--- src/hdl/icmpv6_to_icmpv4_header_translate_macros.svh ---
// Assertion macros for the ICMPv6 to ICMPv4 header translator.
// No dependencies; included by files that carry concurrent checks.
`ifndef ICMPV6_TO_ICMPV4_HEADER_TRANSLATE_MACROS_SVH
`define ICMPV6_TO_ICMPV4_HEADER_TRANSLATE_MACROS_SVH

// Same-cycle implication, sampled on the rising clock edge, off in reset.
`define ICMP64_ASSERT_IMP(lbl, clk, rst, ante, cons) \
   lbl: assert property (@(posedge clk) disable iff (rst) (ante) |-> (cons)) \
      else $error("icmp64 same-cycle check failed");

// Next-cycle implication, sampled on the rising clock edge, off in reset.
`define ICMP64_ASSERT_NXT(lbl, clk, rst, ante, cons) \
   lbl: assert property (@(posedge clk) disable iff (rst) (ante) |=> (cons)) \
      else $error("icmp64 next-cycle check failed");

`endif

--- src/hdl/icmp64_pkg.sv ---
`timescale 1ns / 1ps
// Shared types, message codes and the parameter-problem pointer table
// for the ICMPv6 to ICMPv4 header translator. No dependencies.
package icmp64_pkg;

   // Field widths
   localparam int TYPE_W  = 8;
   localparam int CODE_W  = 8;
   localparam int REST_W  = 32;
   localparam int MTU_W   = 16;
   localparam int CSR_IDX_W = 2;

   // Register indexes
   localparam logic [CSR_IDX_W-1:0] CSR_IPV4_LINK_MTU = 2'd0;
   localparam logic [CSR_IDX_W-1:0] CSR_IPV6_LINK_MTU = 2'd1;
   localparam logic [MTU_W-1:0] IPV4_MTU_RESET = 16'd1500;
   localparam logic [MTU_W-1:0] IPV6_MTU_RESET = 16'd1500;

   // ICMPv6 types
   localparam logic [TYPE_W-1:0] V6_DEST_UNREACH = 8'd1;
   localparam logic [TYPE_W-1:0] V6_PKT_TOO_BIG  = 8'd2;
   localparam logic [TYPE_W-1:0] V6_TIME_EXCEED  = 8'd3;
   localparam logic [TYPE_W-1:0] V6_PARAM_PROB   = 8'd4;
   localparam logic [TYPE_W-1:0] V6_ECHO_REQ     = 8'd128;
   localparam logic [TYPE_W-1:0] V6_ECHO_REP     = 8'd129;

   // ICMPv6 codes
   localparam logic [CODE_W-1:0] V6C_NO_ROUTE    = 8'd0;
   localparam logic [CODE_W-1:0] V6C_ADMIN       = 8'd1;
   localparam logic [CODE_W-1:0] V6C_SCOPE       = 8'd2;
   localparam logic [CODE_W-1:0] V6C_ADDR        = 8'd3;
   localparam logic [CODE_W-1:0] V6C_PORT        = 8'd4;
   localparam logic [CODE_W-1:0] V6C_PP_HEADER   = 8'd0;
   localparam logic [CODE_W-1:0] V6C_PP_NEXTHDR  = 8'd1;
   localparam logic [CODE_W-1:0] V6C_ZERO        = 8'd0;
   localparam logic [CODE_W-1:0] V6C_TE_MAX      = 8'd1;

   // ICMPv4 types
   localparam logic [TYPE_W-1:0] V4_ECHO_REP     = 8'd0;
   localparam logic [TYPE_W-1:0] V4_DEST_UNREACH = 8'd3;
   localparam logic [TYPE_W-1:0] V4_ECHO_REQ     = 8'd8;
   localparam logic [TYPE_W-1:0] V4_TIME_EXCEED  = 8'd11;
   localparam logic [TYPE_W-1:0] V4_PARAM_PROB   = 8'd12;

   // ICMPv4 codes
   localparam logic [CODE_W-1:0] V4C_ZERO        = 8'd0;
   localparam logic [CODE_W-1:0] V4C_HOST_UNREACH = 8'd1;
   localparam logic [CODE_W-1:0] V4C_PROTO_UNREACH = 8'd2;
   localparam logic [CODE_W-1:0] V4C_PORT_UNREACH = 8'd3;
   localparam logic [CODE_W-1:0] V4C_FRAG_NEEDED = 8'd4;
   localparam logic [CODE_W-1:0] V4C_HOST_PROHIB = 8'd10;

   // MTU arithmetic
   localparam logic [MTU_W-1:0] MTU_HDR_DELTA = 16'd20;
   localparam logic [MTU_W-1:0] MTU_FLOOR     = 16'd68;

   // How the rest-of-header word is treated downstream
   typedef enum logic [2:0] {
      KIND_ZERO,   // must be all zero, output zero
      KIND_ECHO,   // copied
      KIND_PTB,    // carries an MTU
      KIND_PPTR,   // carries a mapped pointer
      KIND_PFREE   // not checked, output zero
   } kind_type;

   typedef struct packed {
      logic                ok;
      logic                echo;
      kind_type            kind;
      logic [TYPE_W-1:0]   nt;
      logic [CODE_W-1:0]   nc;
      logic [REST_W-1:0]   rest;
      logic [MTU_W-1:0]    mtu;
   } item_type;

   typedef struct packed {
      logic [MTU_W-1:0] ipv4_mtu;
      logic [MTU_W-1:0] ipv6_mtu;
   } cfg_type;

   typedef struct packed {
      logic                accepted;
      logic [TYPE_W-1:0]   icmp4_type;
      logic [CODE_W-1:0]   icmp4_code;
      logic [REST_W-1:0]   rest_out;
      logic                is_error_message;
   } res_type;

   typedef struct packed {
      logic       ok;
      logic [7:0] np;
   } ptr_type;

   // Parameter-problem pointer translation (IPv6 header offset -> IPv4)
   function automatic ptr_type ptr_map(input logic [7:0] p);
      ptr_type r;
      r.ok = 1'b1;
      r.np = 8'd0;
      if (p <= 8'd1) begin
         r.np = p;
      end else if (p == 8'd4 || p == 8'd5) begin
         r.np = 8'd2;
      end else if (p == 8'd6) begin
         r.np = 8'd9;
      end else if (p == 8'd7) begin
         r.np = 8'd8;
      end else if (p >= 8'd8 && p <= 8'd23) begin
         r.np = 8'd12;
      end else if (p >= 8'd24 && p <= 8'd39) begin
         r.np = 8'd16;
      end else begin
         r.ok = 1'b0;
      end
      return r;
   endfunction

endpackage

--- src/hdl/icmp64_if.sv ---
`timescale 1ns / 1ps
// Valid/ready channel interfaces for request and response items.
// Depends on icmp64_pkg for field widths.
interface icmp64_req_if;
   logic                           valid;
   logic                           ready;
   logic [icmp64_pkg::TYPE_W-1:0]  msg_type;
   logic [icmp64_pkg::CODE_W-1:0]  msg_code;
   logic [icmp64_pkg::REST_W-1:0]  rest_in;

   modport source (output valid, msg_type, msg_code, rest_in, input ready);
   modport sink   (input valid, msg_type, msg_code, rest_in, output ready);
endinterface

interface icmp64_rsp_if;
   logic                           valid;
   logic                           ready;
   logic                           accepted;
   logic [icmp64_pkg::TYPE_W-1:0]  icmp4_type;
   logic [icmp64_pkg::CODE_W-1:0]  icmp4_code;
   logic [icmp64_pkg::REST_W-1:0]  rest_out;
   logic                           is_error_message;

   modport source (output valid, accepted, icmp4_type, icmp4_code, rest_out,
                   is_error_message, input ready);
   modport sink   (input valid, accepted, icmp4_type, icmp4_code, rest_out,
                   is_error_message, output ready);
endinterface

--- src/hdl/icmp64_decode.sv ---
`timescale 1ns / 1ps
// Stage 1: type/code mapping, rest-of-header checks, pointer table, MTU - 20.
// Depends on icmp64_pkg.
module icmp64_decode (
   input  logic                          clock,
   input  logic                          reset,
   input  logic                          up_valid,
   output logic                          up_ready,
   input  logic [icmp64_pkg::TYPE_W-1:0] msg_type,
   input  logic [icmp64_pkg::CODE_W-1:0] msg_code,
   input  logic [icmp64_pkg::REST_W-1:0] rest_in,
   output logic                          dn_valid,
   input  logic                          dn_ready,
   output icmp64_pkg::item_type          dn_item
);

   logic                 valid_ff, valid_in;
   icmp64_pkg::item_type item_ff, item_in;
   icmp64_pkg::ptr_type  ptr;
   logic [icmp64_pkg::MTU_W-1:0] m;

   assign up_ready = !valid_ff || dn_ready;
   assign valid_in = up_ready ? up_valid : valid_ff;
   assign ptr      = icmp64_pkg::ptr_map(rest_in[7:0]);
   assign m        = rest_in[icmp64_pkg::MTU_W-1:0];

   always_comb begin
      item_in      = '0;
      item_in.kind = icmp64_pkg::KIND_ZERO;
      case (msg_type)
         icmp64_pkg::V6_ECHO_REQ: begin
            item_in.nt   = icmp64_pkg::V4_ECHO_REQ;
            item_in.ok   = (msg_code == icmp64_pkg::V6C_ZERO);
            item_in.kind = icmp64_pkg::KIND_ECHO;
            item_in.echo = 1'b1;
         end
         icmp64_pkg::V6_ECHO_REP: begin
            item_in.nt   = icmp64_pkg::V4_ECHO_REP;
            item_in.ok   = (msg_code == icmp64_pkg::V6C_ZERO);
            item_in.kind = icmp64_pkg::KIND_ECHO;
            item_in.echo = 1'b1;
         end
         icmp64_pkg::V6_DEST_UNREACH: begin
            item_in.nt = icmp64_pkg::V4_DEST_UNREACH;
            item_in.ok = 1'b1;
            case (msg_code)
               icmp64_pkg::V6C_NO_ROUTE,
               icmp64_pkg::V6C_SCOPE,
               icmp64_pkg::V6C_ADDR:  item_in.nc = icmp64_pkg::V4C_HOST_UNREACH;
               icmp64_pkg::V6C_ADMIN: item_in.nc = icmp64_pkg::V4C_HOST_PROHIB;
               icmp64_pkg::V6C_PORT:  item_in.nc = icmp64_pkg::V4C_PORT_UNREACH;
               default:               item_in.ok = 1'b0;
            endcase
         end
         icmp64_pkg::V6_PKT_TOO_BIG: begin
            item_in.nt   = icmp64_pkg::V4_DEST_UNREACH;
            item_in.nc   = icmp64_pkg::V4C_FRAG_NEEDED;
            item_in.ok   = (msg_code == icmp64_pkg::V6C_ZERO);
            item_in.kind = icmp64_pkg::KIND_PTB;
         end
         icmp64_pkg::V6_TIME_EXCEED: begin
            item_in.nt = icmp64_pkg::V4_TIME_EXCEED;
            item_in.nc = msg_code;
            item_in.ok = (msg_code <= icmp64_pkg::V6C_TE_MAX);
         end
         icmp64_pkg::V6_PARAM_PROB: begin
            case (msg_code)
               icmp64_pkg::V6C_PP_HEADER: begin
                  item_in.nt   = icmp64_pkg::V4_PARAM_PROB;
                  item_in.ok   = 1'b1;
                  item_in.kind = icmp64_pkg::KIND_PPTR;
               end
               icmp64_pkg::V6C_PP_NEXTHDR: begin
                  item_in.nt   = icmp64_pkg::V4_DEST_UNREACH;
                  item_in.nc   = icmp64_pkg::V4C_PROTO_UNREACH;
                  item_in.ok   = 1'b1;
                  item_in.kind = icmp64_pkg::KIND_PFREE;
               end
               default: item_in.ok = 1'b0;
            endcase
         end
         default: item_in.ok = 1'b0;
      endcase

      // Rest-of-header checks and pre-formatting
      case (item_in.kind)
         icmp64_pkg::KIND_ECHO: item_in.rest = rest_in;
         icmp64_pkg::KIND_PTB: begin
            item_in.ok  = item_in.ok && (rest_in[31:16] == 16'd0);
            item_in.mtu = (m < icmp64_pkg::MTU_HDR_DELTA) ? '0
                          : m - icmp64_pkg::MTU_HDR_DELTA;
         end
         icmp64_pkg::KIND_PPTR: begin
            item_in.ok   = item_in.ok && (rest_in[31:8] == 24'd0) && ptr.ok;
            item_in.rest = {ptr.np, 24'd0};
         end
         icmp64_pkg::KIND_PFREE: item_in.rest = '0;
         default: item_in.ok = item_in.ok && (rest_in == '0);
      endcase
   end

   always_ff @(posedge clock) begin
      if (reset) begin
         valid_ff <= 1'b0;
      end else begin
         valid_ff <= valid_in;
      end
   end

   always_ff @(posedge clock) begin
      if (up_ready && up_valid) begin
         item_ff <= item_in;
      end
   end

   assign dn_valid = valid_ff;
   assign dn_item  = item_ff;

endmodule

--- src/hdl/icmp64_mtu.sv ---
`timescale 1ns / 1ps
// Stage 2: clamps the packet-too-big MTU against both link MTU bounds.
// Depends on icmp64_pkg.
module icmp64_mtu (
   input  logic                 clock,
   input  logic                 reset,
   input  icmp64_pkg::cfg_type  cfg,
   input  logic                 up_valid,
   output logic                 up_ready,
   input  icmp64_pkg::item_type up_item,
   output logic                 dn_valid,
   input  logic                 dn_ready,
   output icmp64_pkg::item_type dn_item
);

   logic                 valid_ff, valid_in;
   icmp64_pkg::item_type item_ff, item_in;
   logic [icmp64_pkg::MTU_W-1:0] v4_min, b6;
   logic                         b6_neg;

   assign up_ready = !valid_ff || dn_ready;
   assign valid_in = up_ready ? up_valid : valid_ff;

   // An IPv6 bound below zero always wins and lands on the floor later.
   assign b6_neg = cfg.ipv6_mtu < icmp64_pkg::MTU_HDR_DELTA;
   assign b6     = cfg.ipv6_mtu - icmp64_pkg::MTU_HDR_DELTA;
   assign v4_min = (up_item.mtu > cfg.ipv4_mtu) ? cfg.ipv4_mtu : up_item.mtu;

   always_comb begin
      item_in = up_item;
      if (b6_neg) begin
         item_in.mtu = '0;
      end else if (v4_min > b6) begin
         item_in.mtu = b6;
      end else begin
         item_in.mtu = v4_min;
      end
   end

   always_ff @(posedge clock) begin
      if (reset) begin
         valid_ff <= 1'b0;
      end else begin
         valid_ff <= valid_in;
      end
   end

   always_ff @(posedge clock) begin
      if (up_ready && up_valid) begin
         item_ff <= item_in;
      end
   end

   assign dn_valid = valid_ff;
   assign dn_item  = item_ff;

endmodule

--- src/hdl/icmp64_out.sv ---
`timescale 1ns / 1ps
// Stage 3: MTU floor, rest-of-header assembly, reject zeroing; output register.
// Depends on icmp64_pkg.
module icmp64_out (
   input  logic                 clock,
   input  logic                 reset,
   input  logic                 up_valid,
   output logic                 up_ready,
   input  icmp64_pkg::item_type up_item,
   output logic                 dn_valid,
   input  logic                 dn_ready,
   output icmp64_pkg::res_type  dn_res
);

   logic                         valid_ff, valid_in;
   icmp64_pkg::res_type          res_ff, res_in;
   logic [icmp64_pkg::MTU_W-1:0] mtu_fl;

   assign up_ready = !valid_ff || dn_ready;
   assign valid_in = up_ready ? up_valid : valid_ff;
   assign mtu_fl   = (up_item.mtu < icmp64_pkg::MTU_FLOOR) ? icmp64_pkg::MTU_FLOOR
                     : up_item.mtu;

   always_comb begin
      res_in = '0;
      if (up_item.ok) begin
         res_in.accepted         = 1'b1;
         res_in.icmp4_type       = up_item.nt;
         res_in.icmp4_code       = up_item.nc;
         res_in.is_error_message = !up_item.echo;
         if (up_item.kind == icmp64_pkg::KIND_PTB) begin
            res_in.rest_out = {16'd0, mtu_fl};
         end else begin
            res_in.rest_out = up_item.rest;
         end
      end
   end

   always_ff @(posedge clock) begin
      if (reset) begin
         valid_ff <= 1'b0;
      end else begin
         valid_ff <= valid_in;
      end
   end

   always_ff @(posedge clock) begin
      if (up_ready && up_valid) begin
         res_ff <= res_in;
      end
   end

   assign dn_valid = valid_ff;
   assign dn_res   = res_ff;

endmodule

--- src/hdl/icmpv6_to_icmpv4_header_translate.sv ---
`timescale 1ns / 1ps
// ICMPv6 to ICMPv4 header translator, top level: link MTU registers and
// the three-stage pipeline. Depends on icmp64_pkg, icmp64_if, stage modules.
//
// Usage:
//  - req_chan carries one item per ICMPv6 header (type, code, bytes 4..7);
//    rsp_chan returns exactly one item per request, in order: accepted flag,
//    ICMPv4 type, code, rest-of-header and the error-message flag. A reject
//    comes back with every field zero.
//  - csr_we/csr_index/csr_wdata write the link MTUs: index 0 is the IPv4
//    link MTU, index 1 the IPv6 link MTU; other indexes are ignored. Write
//    only while no item is in flight.
//  - Pipeline: three register stages (decode, MTU clamp, output register).
//    Throughput: one item per cycle unless rsp_chan stalls; each stage is
//    a single register with its own valid bit, so bubbles collapse and a
//    full pipeline streams.
//  - Stall: when rsp_chan.ready is low, the output register holds its item
//    and the earlier stages keep filling; req_chan.ready drops only once all
//    three stages hold items. Nothing is dropped or repeated.
//  - Reset (synchronous, active high): clears all stage valid bits and sets
//    both link MTUs to 1500.
`include "icmpv6_to_icmpv4_header_translate_macros.svh"

module icmpv6_to_icmpv4_header_translate (
   input  logic                               clock,
   input  logic                               reset,
   icmp64_req_if.sink                         req_chan,
   icmp64_rsp_if.source                       rsp_chan,
   input  logic                               csr_we,
   input  logic [icmp64_pkg::CSR_IDX_W-1:0]   csr_index,
   input  logic [icmp64_pkg::MTU_W-1:0]       csr_wdata
);

   // Link MTU registers
   logic [icmp64_pkg::MTU_W-1:0] ipv4_mtu_ff, ipv4_mtu_in;
   logic [icmp64_pkg::MTU_W-1:0] ipv6_mtu_ff, ipv6_mtu_in;
   icmp64_pkg::cfg_type          cfg;

   // Stage-to-stage handshake
   logic                 s1_valid, s1_ready;
   logic                 s2_valid, s2_ready;
   icmp64_pkg::item_type s1_item, s2_item;
   icmp64_pkg::res_type  res;

   always_comb begin
      ipv4_mtu_in = ipv4_mtu_ff;
      ipv6_mtu_in = ipv6_mtu_ff;
      if (csr_we) begin
         case (csr_index)
            icmp64_pkg::CSR_IPV4_LINK_MTU: ipv4_mtu_in = csr_wdata;
            icmp64_pkg::CSR_IPV6_LINK_MTU: ipv6_mtu_in = csr_wdata;
            default: ;
         endcase
      end
   end

   always_ff @(posedge clock) begin
      if (reset) begin
         ipv4_mtu_ff <= icmp64_pkg::IPV4_MTU_RESET;
         ipv6_mtu_ff <= icmp64_pkg::IPV6_MTU_RESET;
      end else begin
         ipv4_mtu_ff <= ipv4_mtu_in;
         ipv6_mtu_ff <= ipv6_mtu_in;
      end
   end

   assign cfg.ipv4_mtu = ipv4_mtu_ff;
   assign cfg.ipv6_mtu = ipv6_mtu_ff;

   // Stage 1: classify and check
   icmp64_decode u_decode (
      .clock    (clock),
      .reset    (reset),
      .up_valid (req_chan.valid),
      .up_ready (req_chan.ready),
      .msg_type (req_chan.msg_type),
      .msg_code (req_chan.msg_code),
      .rest_in  (req_chan.rest_in),
      .dn_valid (s1_valid),
      .dn_ready (s1_ready),
      .dn_item  (s1_item)
   );

   // Stage 2: MTU clamp
   icmp64_mtu u_mtu (
      .clock    (clock),
      .reset    (reset),
      .cfg      (cfg),
      .up_valid (s1_valid),
      .up_ready (s1_ready),
      .up_item  (s1_item),
      .dn_valid (s2_valid),
      .dn_ready (s2_ready),
      .dn_item  (s2_item)
   );

   // Stage 3: assemble result, output register
   icmp64_out u_out (
      .clock    (clock),
      .reset    (reset),
      .up_valid (s2_valid),
      .up_ready (s2_ready),
      .up_item  (s2_item),
      .dn_valid (rsp_chan.valid),
      .dn_ready (rsp_chan.ready),
      .dn_res   (res)
   );

   assign rsp_chan.accepted         = res.accepted;
   assign rsp_chan.icmp4_type       = res.icmp4_type;
   assign rsp_chan.icmp4_code       = res.icmp4_code;
   assign rsp_chan.rest_out         = res.rest_out;
   assign rsp_chan.is_error_message = res.is_error_message;

   // A rejected item carries nothing but zeros.
   `ICMP64_ASSERT_IMP(a_reject_zero, clock, reset,
      rsp_chan.valid && !rsp_chan.accepted,
      rsp_chan.icmp4_type == '0 && rsp_chan.icmp4_code == '0 &&
      rsp_chan.rest_out == '0 && !rsp_chan.is_error_message)

   // A translated packet-too-big MTU never falls below the floor.
   `ICMP64_ASSERT_IMP(a_ptb_floor, clock, reset,
      rsp_chan.valid && rsp_chan.accepted &&
      rsp_chan.icmp4_type == icmp64_pkg::V4_DEST_UNREACH &&
      rsp_chan.icmp4_code == icmp64_pkg::V4C_FRAG_NEEDED,
      rsp_chan.rest_out[31:16] == 16'd0 &&
      rsp_chan.rest_out[15:0] >= icmp64_pkg::MTU_FLOOR)

   // Only echo types come out as non-error messages.
   `ICMP64_ASSERT_IMP(a_echo_types, clock, reset,
      rsp_chan.valid && rsp_chan.accepted && !rsp_chan.is_error_message,
      (rsp_chan.icmp4_type == icmp64_pkg::V4_ECHO_REQ ||
       rsp_chan.icmp4_type == icmp64_pkg::V4_ECHO_REP) &&
      rsp_chan.icmp4_code == icmp64_pkg::V4C_ZERO)

   // A write to the IPv4 link MTU lands in its register.
   `ICMP64_ASSERT_NXT(a_csr_v4, clock, reset,
      csr_we && csr_index == icmp64_pkg::CSR_IPV4_LINK_MTU,
      ipv4_mtu_ff == $past(csr_wdata))

endmodule
--- src/flat_wrapper.sv ---
// flat-port wrapper written by rule: the top's interface ports become plain ports
module icmpv6_to_icmpv4_header_translate_flat 
  (clock, reset, csr_we, csr_index, csr_wdata, req_chan_valid, req_chan_msg_type, req_chan_msg_code, req_chan_rest_in, req_chan_ready, rsp_chan_valid, rsp_chan_accepted, rsp_chan_icmp4_type, rsp_chan_icmp4_code, rsp_chan_rest_out, rsp_chan_is_error_message, rsp_chan_ready);
  icmp64_req_if req_chan_i ();
  icmp64_rsp_if rsp_chan_i ();
  input  logic clock;
  input  logic reset;
  input  logic csr_we;
  input  logic [icmp64_pkg::CSR_IDX_W-1:0] csr_index;
  input  logic [icmp64_pkg::MTU_W-1:0] csr_wdata;
  input wire logic [$bits(req_chan_i.valid)-1:0] req_chan_valid;
  input wire logic [$bits(req_chan_i.msg_type)-1:0] req_chan_msg_type;
  input wire logic [$bits(req_chan_i.msg_code)-1:0] req_chan_msg_code;
  input wire logic [$bits(req_chan_i.rest_in)-1:0] req_chan_rest_in;
  output wire logic [$bits(req_chan_i.ready)-1:0] req_chan_ready;
  output wire logic [$bits(rsp_chan_i.valid)-1:0] rsp_chan_valid;
  output wire logic [$bits(rsp_chan_i.accepted)-1:0] rsp_chan_accepted;
  output wire logic [$bits(rsp_chan_i.icmp4_type)-1:0] rsp_chan_icmp4_type;
  output wire logic [$bits(rsp_chan_i.icmp4_code)-1:0] rsp_chan_icmp4_code;
  output wire logic [$bits(rsp_chan_i.rest_out)-1:0] rsp_chan_rest_out;
  output wire logic [$bits(rsp_chan_i.is_error_message)-1:0] rsp_chan_is_error_message;
  input wire logic [$bits(rsp_chan_i.ready)-1:0] rsp_chan_ready;
  assign req_chan_i.valid = req_chan_valid;
  assign req_chan_i.msg_type = req_chan_msg_type;
  assign req_chan_i.msg_code = req_chan_msg_code;
  assign req_chan_i.rest_in = req_chan_rest_in;
  assign req_chan_ready = req_chan_i.ready;
  assign rsp_chan_valid = rsp_chan_i.valid;
  assign rsp_chan_accepted = rsp_chan_i.accepted;
  assign rsp_chan_icmp4_type = rsp_chan_i.icmp4_type;
  assign rsp_chan_icmp4_code = rsp_chan_i.icmp4_code;
  assign rsp_chan_rest_out = rsp_chan_i.rest_out;
  assign rsp_chan_is_error_message = rsp_chan_i.is_error_message;
  assign rsp_chan_i.ready = rsp_chan_ready;
  icmpv6_to_icmpv4_header_translate u_core (.clock(clock), .reset(reset), .req_chan(req_chan_i), .rsp_chan(rsp_chan_i), .csr_we(csr_we), .csr_index(csr_index), .csr_wdata(csr_wdata));
endmodule
--- config.mk ---
export PLATFORM = sky130hd
export DESIGN_NAME = icmpv6_to_icmpv4_header_translate_flat
export DESIGN_NICKNAME = d
export VERILOG_FILES = /design/src/hdl/icmp64_pkg.sv /design/src/hdl/icmp64_if.sv /design/src/hdl/icmp64_decode.sv /design/src/hdl/icmp64_mtu.sv /design/src/hdl/icmp64_out.sv /design/src/hdl/icmpv6_to_icmpv4_header_translate.sv /design/src/flat_wrapper.sv
export VERILOG_INCLUDE_DIRS = /design/src /design/src/hdl
export SDC_FILE = /design/constraint.sdc
export NUM_CORES = 1
export LEC_CHECK = 0
export BUFFER_PORTS_ARGS = -buffer_cell sky130_fd_sc_hd__buf_2
export CAP_MARGIN = 20
export CORE_ASPECT_RATIO = 0.7
export CORE_MARGIN = 3
export CORE_UTILIZATION = 53
export CTS_CLUSTER_SIZE = 28
export DETAILED_ROUTE_END_ITERATION = 7
export PLACE_DENSITY_LB_ADDON = 0.2
export SLEW_MARGIN = 30
export SYNTH_ARGS = -nofsm -noshare
export SYNTH_HDL_FRONTEND = slang
export SYNTH_SLANG_ARGS = --single-unit
--- constraint.sdc ---
create_clock -name clock -period 6.17 [get_ports clock]
set_input_delay 1.234 -clock clock [delete_from_list [all_inputs] [get_ports clock]]
set_output_delay 1.234 -clock clock [all_outputs]
set_load 0.05 [all_outputs]
-- Word level (Yosys, flattened, before mapping)
Cells that the tools add are included.
- memory bits (read-only): 0
- RAM bits: 0
- memories kept: 0
- flip-flop bits (word level): 223
- bits in latches: 0
- word-level logic and storage cells: 122
- add/subtract/negate cells: 2
- $lt $le $gt $ge: 11
- reductions and logical operators: 33
- muxes and demuxes: 29
- bitwise gates (word level): 2
- multiply operators: 0
- equal/unequal tests: 20
- divide/modulo/power cells: 0
- shift operators: 0
- operators with widths (cell ; number):
    32-bit one-hot mux with 2 select lines ; 1
    8-bit one-hot mux with 4 select lines ; 2
    50-bit 2-to-1 mux ; 1
    8-bit by 3-bit equality test with 1-bit output (second input constant) ; 6
    16-bit 2-to-1 mux ; 3
    8-bit by 2-bit equality test with 1-bit output (second input constant) ; 4
    16-bit greater-than comparator ; 2
    32-bit logical NOT ; 1
    16-bit by 5-bit < comparator with 1-bit output (second input constant) ; 2
    32-bit 2-to-1 mux ; 1
    16-bit by 5-bit subtractor with 16-bit output (second input constant) ; 2
    5-bit 2-to-1 mux ; 5
    24-bit logical NOT ; 1
    11-bit one-hot mux with 2 select lines ; 1
    8-bit by 1-bit equality test with 1-bit output (second input constant) ; 2
    8-bit equality test (second input constant) ; 2
    8-bit by 1-bit less-or-equal comparator with 1-bit output (second input constant) ; 2
    16-bit logical NOT ; 1
    16-bit by 7-bit < comparator with 1-bit output (second input constant) ; 1
    4-bit one-hot mux with 3 select lines ; 1
    2-bit OR reduction ; 6
    3-bit by 2-bit equality test with 1-bit output (second input constant) ; 3
    1-bit logical AND ; 9
    1-bit 2-to-1 mux ; 9
    other kinds (20) ; 29

-- Depth between registers and ports, before layout
Gate-level depths: netlist of run 1.
- word-level depth: 10
- gate-level depth with buffers: 19
- mapped depth without buffers: 15

-- By module
Synthesis of run 1 repeated with hierarchy kept, for this count alone.
- cell total of the unflattened synthesis: 840
- area, all modules: 10390.0 µm²
- by module, submodules not included (module ; area an instance (µm²) ; cells an instance ; instances ; sequential area each (µm²)):
    icmp64_mtu ; 3829.9 ; 302 ; 1 ; 2092.0
    icmp64_decode ; 3169.3 ; 266 ; 1 ; 1941.9
    icmp64_out ; 2098.3 ; 147 ; 1 ; 1521.5
    icmpv6_to_icmpv4_header_translate ; 1292.5 ; 125 ; 1 ; 640.6

-- Worst setup path after synthesis of run 1
Ideal clock, no wire load.
- kind: in2reg
- start point: input port rsp_chan_ready
- end point: register u_core.u_mtu.item_ff, in the netlist u_core.u_mtu.dn_item[0], enable pin
- required time: 5586 ps
- path slack: -405 ps
- stages: 2
- arrival time: 5991 ps
- buffers on the path: 0
- path through: nor2b_1 -> a21boi_0
- longest elaborated chain between the ends: 3
- ends and longest elaborated chain (element ; RTL line ; source):
    start: declaration ; flat_wrapper.sv:22 ; input wire logic [$bits(rsp_chan_i.ready)-1:0] rsp_chan_ready;
    1-bit logical OR ; icmp64_out.sv:19 ; assign up_ready = !valid_ff || dn_ready;
    1-bit logical OR ; icmp64_mtu.sv:21 ; assign up_ready = !valid_ff || dn_ready;
    1-bit logical AND ; icmp64_mtu.sv:49 ; if (up_ready && up_valid) begin
    end signal: assignment ; icmp64_mtu.sv:50 ; item_ff <= item_in;
    end: declaration ; icmp64_mtu.sv:17 ; icmp64_pkg::item_type item_ff, item_in;
Every way passes these cells.
A chain may end at the register's enable or synchronous reset.

-- Worst setup path after layout of run 1
- start point: register u_core.u_decode.item_ff, in the netlist u_core.u_decode.dn_item[15]
- end point: register u_core.u_mtu.item_ff, in the netlist u_core.u_mtu.dn_item[9], data pin
- longest elaborated chain between the ends: 4
- ends and longest elaborated chain (element ; RTL line ; source):
    start: declaration ; icmp64_decode.sv:18 ; icmp64_pkg::item_type item_ff, item_in;
    start signal: assignment ; icmp64_decode.sv:112 ; item_ff <= item_in;
    16-bit greater-than comparator ; icmp64_mtu.sv:27 ; assign v4_min = (up_item.mtu > cfg.ipv4_mtu) ? cfg.ipv4_mtu : up_item.mtu;
    16-bit 2-to-1 mux (*) ; icmp64_mtu.sv:27 ;
    16-bit greater-than comparator ; icmp64_mtu.sv:33 ; end else if (v4_min > b6) begin
    16-bit 2-to-1 mux (*) ; icmp64_mtu.sv:33 ;
Every way passes the cells marked *; elsewhere a longest branch is shown, timed or not.

==> parameters.txt, run 1 <==
Parameter                              Value

Cells and area
  Sequential cell area    5900 µm²
  Share of layout cells above drive strength 1    19.4%
  Syn-to-layout area delta    14.2%
  Multi-input combinational cell area    3660 µm²
  Net count, final    1,048
  Final Instance Count excl. Fillers    1,191
  Layout filler cell count    1,401

Clock tree
  Reg clk slew, reported paths    60 ps
  Clock net sink count    208
  Number of post-CTS setup repair buffers    0
  Clk Latency, worst-skew pair    490 ps
  CTS tree    yes
  PostCTS Resize Cnt    0
  H-tree depth reported by CTS    1
  Clock root buffer    clkbuf_16
  Number of CTS-inserted buffers    21
  CTS Hold Buffers Added    0
  Max Buffers Root-to-Sink    3

Yosys
  Cell area after technology mapping    9860 µm²
  Count of flip-flops with a built-in enable after synthesis    173
  Post-Synthesis Mean Instance Area    11.8 µm²
  Post-synth ARST share    0%
  Count of state elements after synthesis    208
  Warning count from the yosys run    0
  Count of different cell masters after synthesis    68
  Gate count after technology mapping    834
  Seq/Total Area, Yosys    59.8%
  Prevailing post-synth register cell    edfxtp_1

Die
  Num rows    41
  Total die area    20,300 µm²
  Core footprint    18,100 µm²
  Die height    120 µm
  Ports placed on the boundary    123
  Starting utilization of the core area    54.4%
  Die boundary width    169 µm

GRT
  GRT Util Overall    21.5%
  Wire length of the first global-routing pass    34.9 mm
  Pin count of the biggest net entering global routing    65
  Number of global-route vias before repair    6,520
  Number of antenna violations at the first check in global routing    2
  Total grt overflow    0

Critical path
  Sort of element at the end of the critical path    flip-flop
  Ordered cell list for the critical path    ha_1, nand4_2, nor4_4, a21boi_4, or3_1, buf_4, nand2_2, o21bai_1, ha_1, nand4_1, nor4_1, a21boi_0, o31a_1, buf_4, a311oi_1, a211oi_2
  Buf/Inv on CP    2
  Largest fanout of any net on the critical path    17
  Data arrival at the endpoint of the critical path    5900 ps
  Cell with the largest stage delay on the worst path    o31a_1
  Element type at the critical path start    flip-flop
  Gate family responsible for the most delay along the worst path    compound AO/OA/AOI/OAI gates
  Biggest cell delay along the critical path    590 ps
  Crit Path Category    flip-flop to flip-flop
  CP required    6500 ps

STA
  Final cycle utilization of the critical path    90.3%
  Transition at the pin with the smallest max-transition slack    856 ps
  Worst relative slew slack    43.0%
  Minimum setup slack in the final design    601 ps
  Final worst path period need    5570 ps
  Maximum frequency from static timing analysis    180 MHz
  Final setup violating endpoints    0
  Clock skew    7.85 ps
  Final Hold Viols    0
  Unrepaired setup endpoints after global routing    no
  Sum Neg Setup Slack    0 ps
  Final Slew Violations    0

Routing
  Via Count    6,983
  Routed wirelength normalized by instance count    18.7 µm
  Number of design rule violations left after detail routing    0
  Ratio of routed vias to standard cells    5.86
  Number of detailed-routing iterations run before antenna repair    5
  Total length of routed wires    22.2 mm
  First DRT Iteration DRCs    708
  Remaining number of nets flagged by the antenna check after routing    0

Pwr
  Worst voltage drop across the vdd grid    0.198 mV
  Lkg Pwr    0.00427 µW
  Pwr/cell area    277 nW/µm²
  Final Power    3120 µW

Worst hold path
  Path category of the worst min-delay check    flip-flop to flip-flop

Job
  Max-cap check violation count    0

Place
  Minimum setup slack after placement    798 ps
  # placed instances    1,154
  Final weighted congestion in routability-driven placement    0.863
  Total of buffers placed on input and output ports    118
  DP HPWL    16.0 mm

Outcome
  Run status    completed
==> per-stage QoR <==
stage	instance area, µm²	utilization [%]	hold WS (ps)
CTS	11300	62.2	417
detailed placement	10700	58.9	405
finish	11300	62.2	416
global placement	10700	58.9	400
floorplan	9870	-	400
global route	11300	62.2	422
==> cell type report <==
type                       instances  area share [%]
clock buffer                      26            4.83
inverter                          31            1.03
sequential                       208            52.4
multi-input combinational        547            32.5
antenna                            1          0.0222
tap                              236            2.62
clock inverter                    10           0.411
timing repair buffer             132            6.18
==> Yosys cell counts (all sizes together) (17+ instances only) <==
| library cell | n | area share (%) |
|---|---|---|
| dfxtp | 35 | 7.1 |
| clkbuf | 36 | 1.4 |
| o31ai | 17 | 1.3 |
| nand2 | 72 | 2.8 |
| nor2b | 17 | 1.1 |
| o21ai | 19 | 0.96 |
| and3 | 28 | 1.8 |
| nand3 | 25 | 1.3 |
| edfxtp | 173 | 53 |
| nor2 | 52 | 2.0 |
| ha | 36 | 4.6 |
| inv | 31 | 1.2 |
| a21oi | 41 | 2.1 |
| nand4 | 24 | 1.6 |
| and2 | 38 | 2.4 |
==> cell usage in the layout, fill, tap and decap left out, drive strengths merged, types with 10 or more instances in the layout <==
master  count
nor2       52
xnor2      16
clkbuf     26
o21ai      19
inv        32
nand2      72
dfxtp      35
a211o      10
and2       38
nor3       11
ha         36
a21oi      41
and3       28
nand3      25
buf       132
nor2b      17
o31ai      17
nor4       11
edfxtp    173
a311oi     15
a211oi     16
o21bai     16
nand4      24
==> per-layer routing <==
metal	up-vias	wire length, µm	share of wire, %	global-route usage, %
met4	2	444	2.0	5.12
li1	3331	-	-	-
met5	-	7	0.031	0
met2	287	9560	43	31.3
met1	3326	10300	46	33.4
met3	37	1920	8.6	4.35
==> final timing paths <==
| check | from | to | slack (ps) | depth (start not counted) |
|---|---|---|---|---|
| worst min-delay path | u_core.u_decode.dn_item[30] | u_core.u_mtu.dn_item[30] | 420 | 0 |
| worst max register to register | u_core.u_decode.dn_item[15] | u_core.u_mtu.dn_item[9] | 600 | 16 |
| worst max-delay path | u_core.u_decode.dn_item[15] | u_core.u_mtu.dn_item[9] | 600 | 16 |
| worst min register to register | u_core.u_decode.dn_item[30] | u_core.u_mtu.dn_item[30] | 420 | 0 |
==> report_power, final <==
group          internal, µW  switching (µW)
Sequential             1600            35.6
Combinational           134             236
Clock                   623             493
Total                  2360             764
==> logic make-up (layout without fill, tap and decap cells) <==
kind of cell	count (synthesis)	count (layout)	share of synthesized area (%)
compound gates	169	169	12.8
xor+xnor	23	23	2.04
fa+ha+maj	36	36	4.57
buf+inv	82	199	3.58
flops	208	208	59.8
mux	5	5	0.508
other cells	1	5	0.0380
simple gates	310	310	16.7
==> registers in the layout, summed over array words and instances (netlist names) <==
register and cells:
u_core.u_decode.dn_valid 1, u_core.ipv4_mtu_ff 16, u_core.ipv6_mtu_ff 16, u_core.u_mtu.dn_valid 1
u_core.u_mtu.dn_item 64, u_core.u_out.dn_res 45, u_core.u_decode.dn_item 64, u_core.u_out.dn_valid 1
Note: power is estimated with default switching activity, not from simulation.
==> run 2: changes to the inputs <==
CORE_ASPECT_RATIO = 0.5   (was 0.7)
clock period = 4.5 ns   (was 6.17 ns; I/O delays follow)
==> run 2 against run 1 <==
  * Count of clock-buffer cells in the layout decreased by 3
  * Utilization increased by 1.7 points
  * Non-clock buffer count increased by 8
  * Cell area increased by 0.88%
  * Global-route usage increased by 0.67 points
  * Sequential share of layout area decreased by 0.46 points
  * Critical endpoint is now u_core.u_mtu.dn_item[2]
==> parameters.txt, run 2 (synthesized netlist as in run 1, its figures left out) <==
Parameter                              Value

Cells and area
  Most frequent cells in the layout    edfxtp_1 (173), buf_2 (118), nand2_1 (71), nor2_1 (52), a21oi_1 (41)
  Share of layout cells above drive strength 1    20.7% (+1.3 points)
  Net count, final    1,055 (+0.67%)
  Final Util    63.9% (+1.7 points)
  Most frequent standard cell in the layout excluding fill and tap cells    edfxtp_1
  Syn-to-layout area delta    15.2%
  Layout filler cell count    1,406 (+0.36%)

Critical path
  Sort of element at the end of the critical path    flip-flop
  Largest fanout of any net on the critical path    16 (-1)
  CP required    4730 ps (-1770 ps)
  Data arrival at the endpoint of the critical path    4490 ps (-1410 ps)
  Worst R2R Path Depth    16 (unchanged)
  Element type at the critical path start    flip-flop
  Startpoint of the worst register-to-register path    u_core.ipv4_mtu_ff[5]
  Ordered cell list for the critical path    inv_1, ha_1, a21oi_1, o21ai_0, and4_1, buf_4, o31ai_1, o21bai_1, ha_1, nand4_1, nor2_1, a221o_1, o31a_1, buf_4, a311oi_1, a211oi_1
  Cell with the largest stage delay on the worst path    o31ai_1
  Biggest cell delay along the critical path    560 ps (-30 ps)
  Crit Path Category    flip-flop to flip-flop
  End of the worst register-to-register path    u_core.u_mtu.dn_item[2]
  Critical Path Source    u_core.ipv4_mtu_ff[5]
  Reg2reg setup slack    250 ps (-350 ps)
  Worst setup path endpoint    u_core.u_mtu.dn_item[2]

Clock tree
  Number of CTS-inserted buffers    20 (-4.8%)
  Max Buffers Root-to-Sink    3 (unchanged)
  CTS Hold Buffers Added    0 (unchanged)
  Clock root buffer    clkbuf_16
  Reg clk slew, reported paths    70 ps (about the same)
  Clock net sink count    208 (unchanged)
  Clk Latency, worst-skew pair    500 ps (about the same)
  CTS tree    yes
  H-tree depth reported by CTS    1 (unchanged)

GRT
  Total grt overflow    0 (unchanged)
  Number of antenna violations at the first check in global routing    1 (-1)
  GRT Util Overall    22.2% (+0.67 points)
  Wire length of the first global-routing pass    35.3 mm (+0.93%)
  Pin count of the biggest net entering global routing    65 (unchanged)
  Number of global-route vias before repair    6,541 (+0.32%)

Pwr
  Lkg Pwr    0.00432 µW (+1.2%)
  Worst voltage drop across the vdd grid    0.238 mV (+20%)
  Pwr/cell area    381 nW/µm² (+37%)

Outcome
  Run status    completed

Place
  Total of buffers placed on input and output ports    118 (unchanged)
  Final weighted congestion in routability-driven placement    0.844 (-2.2%)
  Minimum setup slack after placement    184 ps (-614 ps)
  DP HPWL    16.4 mm (+2.2%)

STA
  Minimum setup slack in the final design    246 ps (-355 ps)
  Worst relative slew slack    40.8% (-2.1 points)
  Transition at the pin with the smallest max-transition slack    885 ps (+29.9 ps)
  Maximum frequency from static timing analysis    235 MHz (+31%)
  Final Hold Viols    0 (unchanged)
  Unrepaired setup endpoints after global routing    yes
  Worst hold margin    416 ps (+0.359 ps)
  Final cycle utilization of the critical path    94.5% (+4.3 points)
  Final Slew Violations    0 (unchanged)
  Sum Neg Setup Slack    0 ps (unchanged)
  Final setup violating endpoints    0 (unchanged)
  Clock skew    16.3 ps (+8.43 ps)
  Final worst path period need    4250 ps (-1320 ps)

Die
  Die boundary width    199 µm (+18%)
  Starting utilization of the core area    55.4% (+1.0 points)
  Num rows    34 (-17%)
  Core footprint    17,800 µm² (-1.8%)
  Die height    102 µm (-15%)
  Ports placed on the boundary    123 (unchanged)
  Total die area    20,400 µm² (+0.36%)

Routing
  Number of detailed-routing iterations run before antenna repair    7 (+2)
  Total length of routed wires    22.8 mm (+2.4%)
  Number of design rule violations left after detail routing    0 (unchanged)
  Via Count    6,942 (-0.59%)
  Routed wirelength normalized by instance count    19.1 µm (+2.0%)
  First DRT Iteration DRCs    622 (-12%)
  Ratio of routed vias to standard cells    5.81 (-0.92%)
  Remaining number of nets flagged by the antenna check after routing    0 (unchanged)

Job
  Max-cap check violation count    0 (unchanged)

Worst hold path
  Path category of the worst min-delay check    flip-flop to flip-flop
run 2: changes by cell type in the layout (fill, tap and decap cells not counted), sizes merged:
cell	delta
clkinv	+1
clkinvlp	+1
clkbuf	-3
buf	+8
inv	-1
run 2: where the power goes:
group,switching [µW],total (µW),internal (µW)
Sequential,53.4,2250,2190
Combinational,334,528,194
Clock,700,1550,851
run 2: cell type report:
class | count | area (µm²) | area share (%)
Sequential cell | 208 | 5900 | 51.9
Multi-Input combinational cell | 547 | 3680 | 32.4
Timing Repair Buffer | 140 | 768 | 6.76
Clock buffer | 23 | 533 | 4.69
Tap cell | 234 | 293 | 2.58
Inverter | 31 | 116 | 1.02
Clock inverter | 11 | 63.8 | 0.562
Antenna cell | 1 | 2.50 | 0.0220
run 2: per-layer routing:
layer  vias up  track usage (%)  wire length (µm)
met5         -                0                 0
met4         0             4.69               379
met3        33             3.59              1540
met2       264             36.1             10400
met1      3309             32.0             10500
li1       3336                -                 -
run 2: repair_timing:
action                                  4_1_cts  5_1_grt
endpoints found under the setup margin        0       16
resized for setup                             0        5
setup buffers                                 0        1
run 2: how the worst min path moves through the flow:
stage,startpoint,end,depth (start not counted)
floorplan,u_core.u_decode.dn_item[16],u_core.u_mtu.dn_item[16],0
global placement,u_core.u_decode.dn_item[19],u_core.u_mtu.dn_item[19],0
detailed placement,u_core.u_decode.dn_item[45],u_core.u_mtu.dn_item[45],0
CTS,u_core.u_decode.dn_item[38],u_core.u_mtu.dn_item[38],0
global route,u_core.u_decode.dn_item[30],u_core.u_mtu.dn_item[30],0
finish,u_core.u_decode.dn_item[38],u_core.u_mtu.dn_item[38],0
run 2: critical path: cells and delay by family, from the launching register on:
family	cells	cell delay, ps
simple gates	3	440
flops	1	390
compound gates	8	2060
buf+inv	3	520
fa+ha+maj	2	580
run 2: through the flow:
stage	total power, µW	instance area, µm²	instances
floorplan	2620	9880	837
global placement	2790	10700	1159
detailed placement	2800	10700	1159
CTS	4340	11300	1193
global route	4490	11400	1195
finish	4320	11400	1195
==> run 3: changes to the inputs <==
CORE_UTILIZATION = 26   (was 53)
==> run 3 against run 2 <==
  * Die area grew 98%
  * Critical path type unchanged
  * Worst setup slack gained 39 ps
  * Largest power group unchanged
  * Critical path depth is the same
  * Combinational power is essentially flat
  * Hold slack is essentially flat
  * Sequential power is essentially flat
==> parameters.txt, run 3 (synthesized netlist as in run 1, its figures left out) <==
Parameter                              Value

Pwr
  Power share of the sequential group    47.5% (-4.4 points)
  Lkg Pwr    0.00440 µW (+1.9%)
  Internal Power    3570 µW (+10%)
  Relative contribution of combinational cells to total power    11.2% (-1.0 points)
  Net Sw Frac    24.4% (-0.77 points)
  Final Power    4730 µW (+9.3%)
  Portion of total power attributed to the clock network    41.3% (+5.4 points)
  Pwr/cell area    400 nW/µm² (+4.9%)
  Worst voltage drop across the vdd grid    0.183 mV (-23%)
  Net Sw Power    1150 µW (+5.9%)

STA
  Final Hold Viols    0 (unchanged)
  Final Slew Violations    0 (unchanged)
  Worst relative slew slack    41.4% (+0.54 points)
  Final worst path period need    4220 ps (-39.3 ps)
  Maximum frequency from static timing analysis    237 MHz (+0.93%)
  Sum Neg Setup Slack    0 ps (unchanged)
  Final cycle utilization of the critical path    93.7% (-0.87 points)
  Transition at the pin with the smallest max-transition slack    879 ps (-6.20 ps)
  Worst hold margin    416 ps (-0.359 ps)
  Unrepaired setup endpoints after global routing    no
  Final setup violating endpoints    0 (unchanged)
  Clock skew    8.53 ps (-7.75 ps)

Critical path
  Data arrival at the endpoint of the critical path    4500 ps (about the same)
  Element type at the critical path start    flip-flop
  Crit Path Category    flip-flop to flip-flop
  CP required    4780 ps (+50 ps)
  Largest fanout of any net on the critical path    21 (+5)
  Sort of element at the end of the critical path    flip-flop
  Critical Path Source    u_core.ipv4_mtu_ff[9]
  Startpoint of the worst register-to-register path    u_core.ipv4_mtu_ff[9]

GRT
  Total grt overflow    0 (unchanged)
  Number of antenna violations at the first check in global routing    3 (+2)
  M2 GR Usage    22.0% (-14 points)
  Pin count of the biggest net entering global routing    65 (unchanged)
  Grt met3 use    2.61% (-0.98 points)
  Met1 capacity usage during global routing    16.1% (-16 points)
  GRT Util Overall    12.7% (-9.6 points)
  Number of global-route vias before repair    6,879 (+5.2%)
  Peak-usage layer in the global routing report    met2
  Wire length of the first global-routing pass    39.8 mm (+13%)

Die
  Total die area    40,400 µm² (+98%)
  Starting utilization of the core area    26.9% (-29 points)
  Die boundary width    281 µm (+41%)
  Ports placed on the boundary    123 (unchanged)
  Num rows    49 (+44%)
  Core footprint    36,700 µm² (+110%)
  Die height    144 µm (+40%)

Place
  Total of buffers placed on input and output ports    118 (unchanged)
  Final weighted congestion in routability-driven placement    0.820 (-2.8%)
  Cell area after placement    11,000 µm² (+2.9%)
  DP HPWL    18.7 mm (+14%)

Cells and area
  Final Util    32.3% (-32 points)
  Most frequent standard cell in the layout excluding fill and tap cells    edfxtp_1
  Most frequent cells in the layout    edfxtp_1 (173), buf_2 (118), nand2_1 (71), nor2_1 (52), a21oi_1 (41)
  Share of layout cells above drive strength 1    21.0% (+0.29 points)
  Area of all placed cells without fillers    11,800 µm² (+4.2%)
  Syn-to-layout area delta    20.0%
  Net count, final    1,057 (+0.19%)

Clock tree
  Reg clk slew, reported paths    60 ps (about the same)
  Clock root buffer    clkbuf_16
  CTS Hold Buffers Added    0 (unchanged)
  Clock net sink count    208 (unchanged)
  Max Buffers Root-to-Sink    3 (unchanged)
  Number of CTS-inserted buffers    22 (+10%)
  H-tree depth reported by CTS    1 (unchanged)
  CTS tree    yes
  Clk Latency, worst-skew pair    520 ps (+20 ps)

Routing
  Via Count    6,877 (-0.94%)
  Routed wirelength normalized by instance count    17.8 µm (-6.7%)
  Number of detailed-routing iterations run before antenna repair    7 (unchanged)
  Ratio of routed vias to standard cells    4.74 (-18%)
  First DRT Iteration DRCs    420 (-32%)
  Remaining number of nets flagged by the antenna check after routing    0 (unchanged)
  Number of design rule violations left after detail routing    0 (unchanged)
  Total length of routed wires    25.8 mm (+13%)

Job
  Max-cap check violation count    0 (unchanged)

Worst hold path
  Path category of the worst min-delay check    flip-flop to flip-flop
  Hold path startpoint    u_core.u_decode.dn_item[64]

Outcome
  Run status    completed
==> run 3: path summary, 6_finish.rpt <==
path / to / slack (ps) / cells after the start
setup / recovery: u_core.u_mtu.dn_item[14] / 280 / 16
hold reg to reg: u_core.u_mtu.dn_item[64] / 420 / 0
setup reg to reg: u_core.u_mtu.dn_item[14] / 280 / 16
hold / removal: u_core.u_mtu.dn_item[64] / 420 / 0
==> run 3: layout make-up <==
class,count,area [µm²]
well taps,484,606
diodes,1,2.50
flip-flops and latches,208,5900
multi-input cells,547,3670
clock buffers,24,558
clock inverters,16,214
fillers,3683,24800
inverters,31,116
repair buffers,140,768
==> run 3: per-stage QoR <==
stage | instances | setup WS, ps
6_report | 1451 | 285
5_1_grt | 1451 | 5.41
4_1_cts | 1449 | 181
3_5_place_dp | 1409 | 210
3_3_place_gp | 1409 | 312
2_1_floorplan | 837 | 165
==> run 3: layer usage <==
metal / up-vias / part of all wire, % / routed length, µm
li1: 3352 / - / -
met1: 3318 / 44 / 11400
met2: 157 / 49 / 12600
met3: 46 / 4.6 / 1190
met4: 4 / 2.2 / 572
met5: - / 0.081 / 21
==> run 3: timing repair <==
item / 4_1_cts / 5_1_grt
endpoints found under the setup margin: 0 / 16
setup buffers: 0 / 1
gates resized for setup: 0 / 1
==> run 3: power groups by stage <==
| stage | Combinational [µW] | Sequential (µW) | Clock [µW] |
|---|---|---|---|
| after floorplan | 323 | 2300 | 0 |
| after global placement | 520 | 2280 | 0 |
| after detailed placement | 529 | 2290 | 0 |
| after CTS | 531 | 2240 | 2020 |
| after global routing | 587 | 2250 | 2090 |
| final | 528 | 2240 | 1950 |
==> run 3: worst max-delay path, stage by stage (launching register included) <==
cell	delay, ps
dfxtp_1	420
inv_1	100
ha_1	340
a21oi_1	200
or3_1	150
nand3_1	80
or3_1	420
nand2_2	280
o21bai_1	120
ha_1	320
a21oi_1	140
o21ai_0	100
a221o_1	370
o31a_1	310
buf_12	180
a311o_1	280
and2_1	140
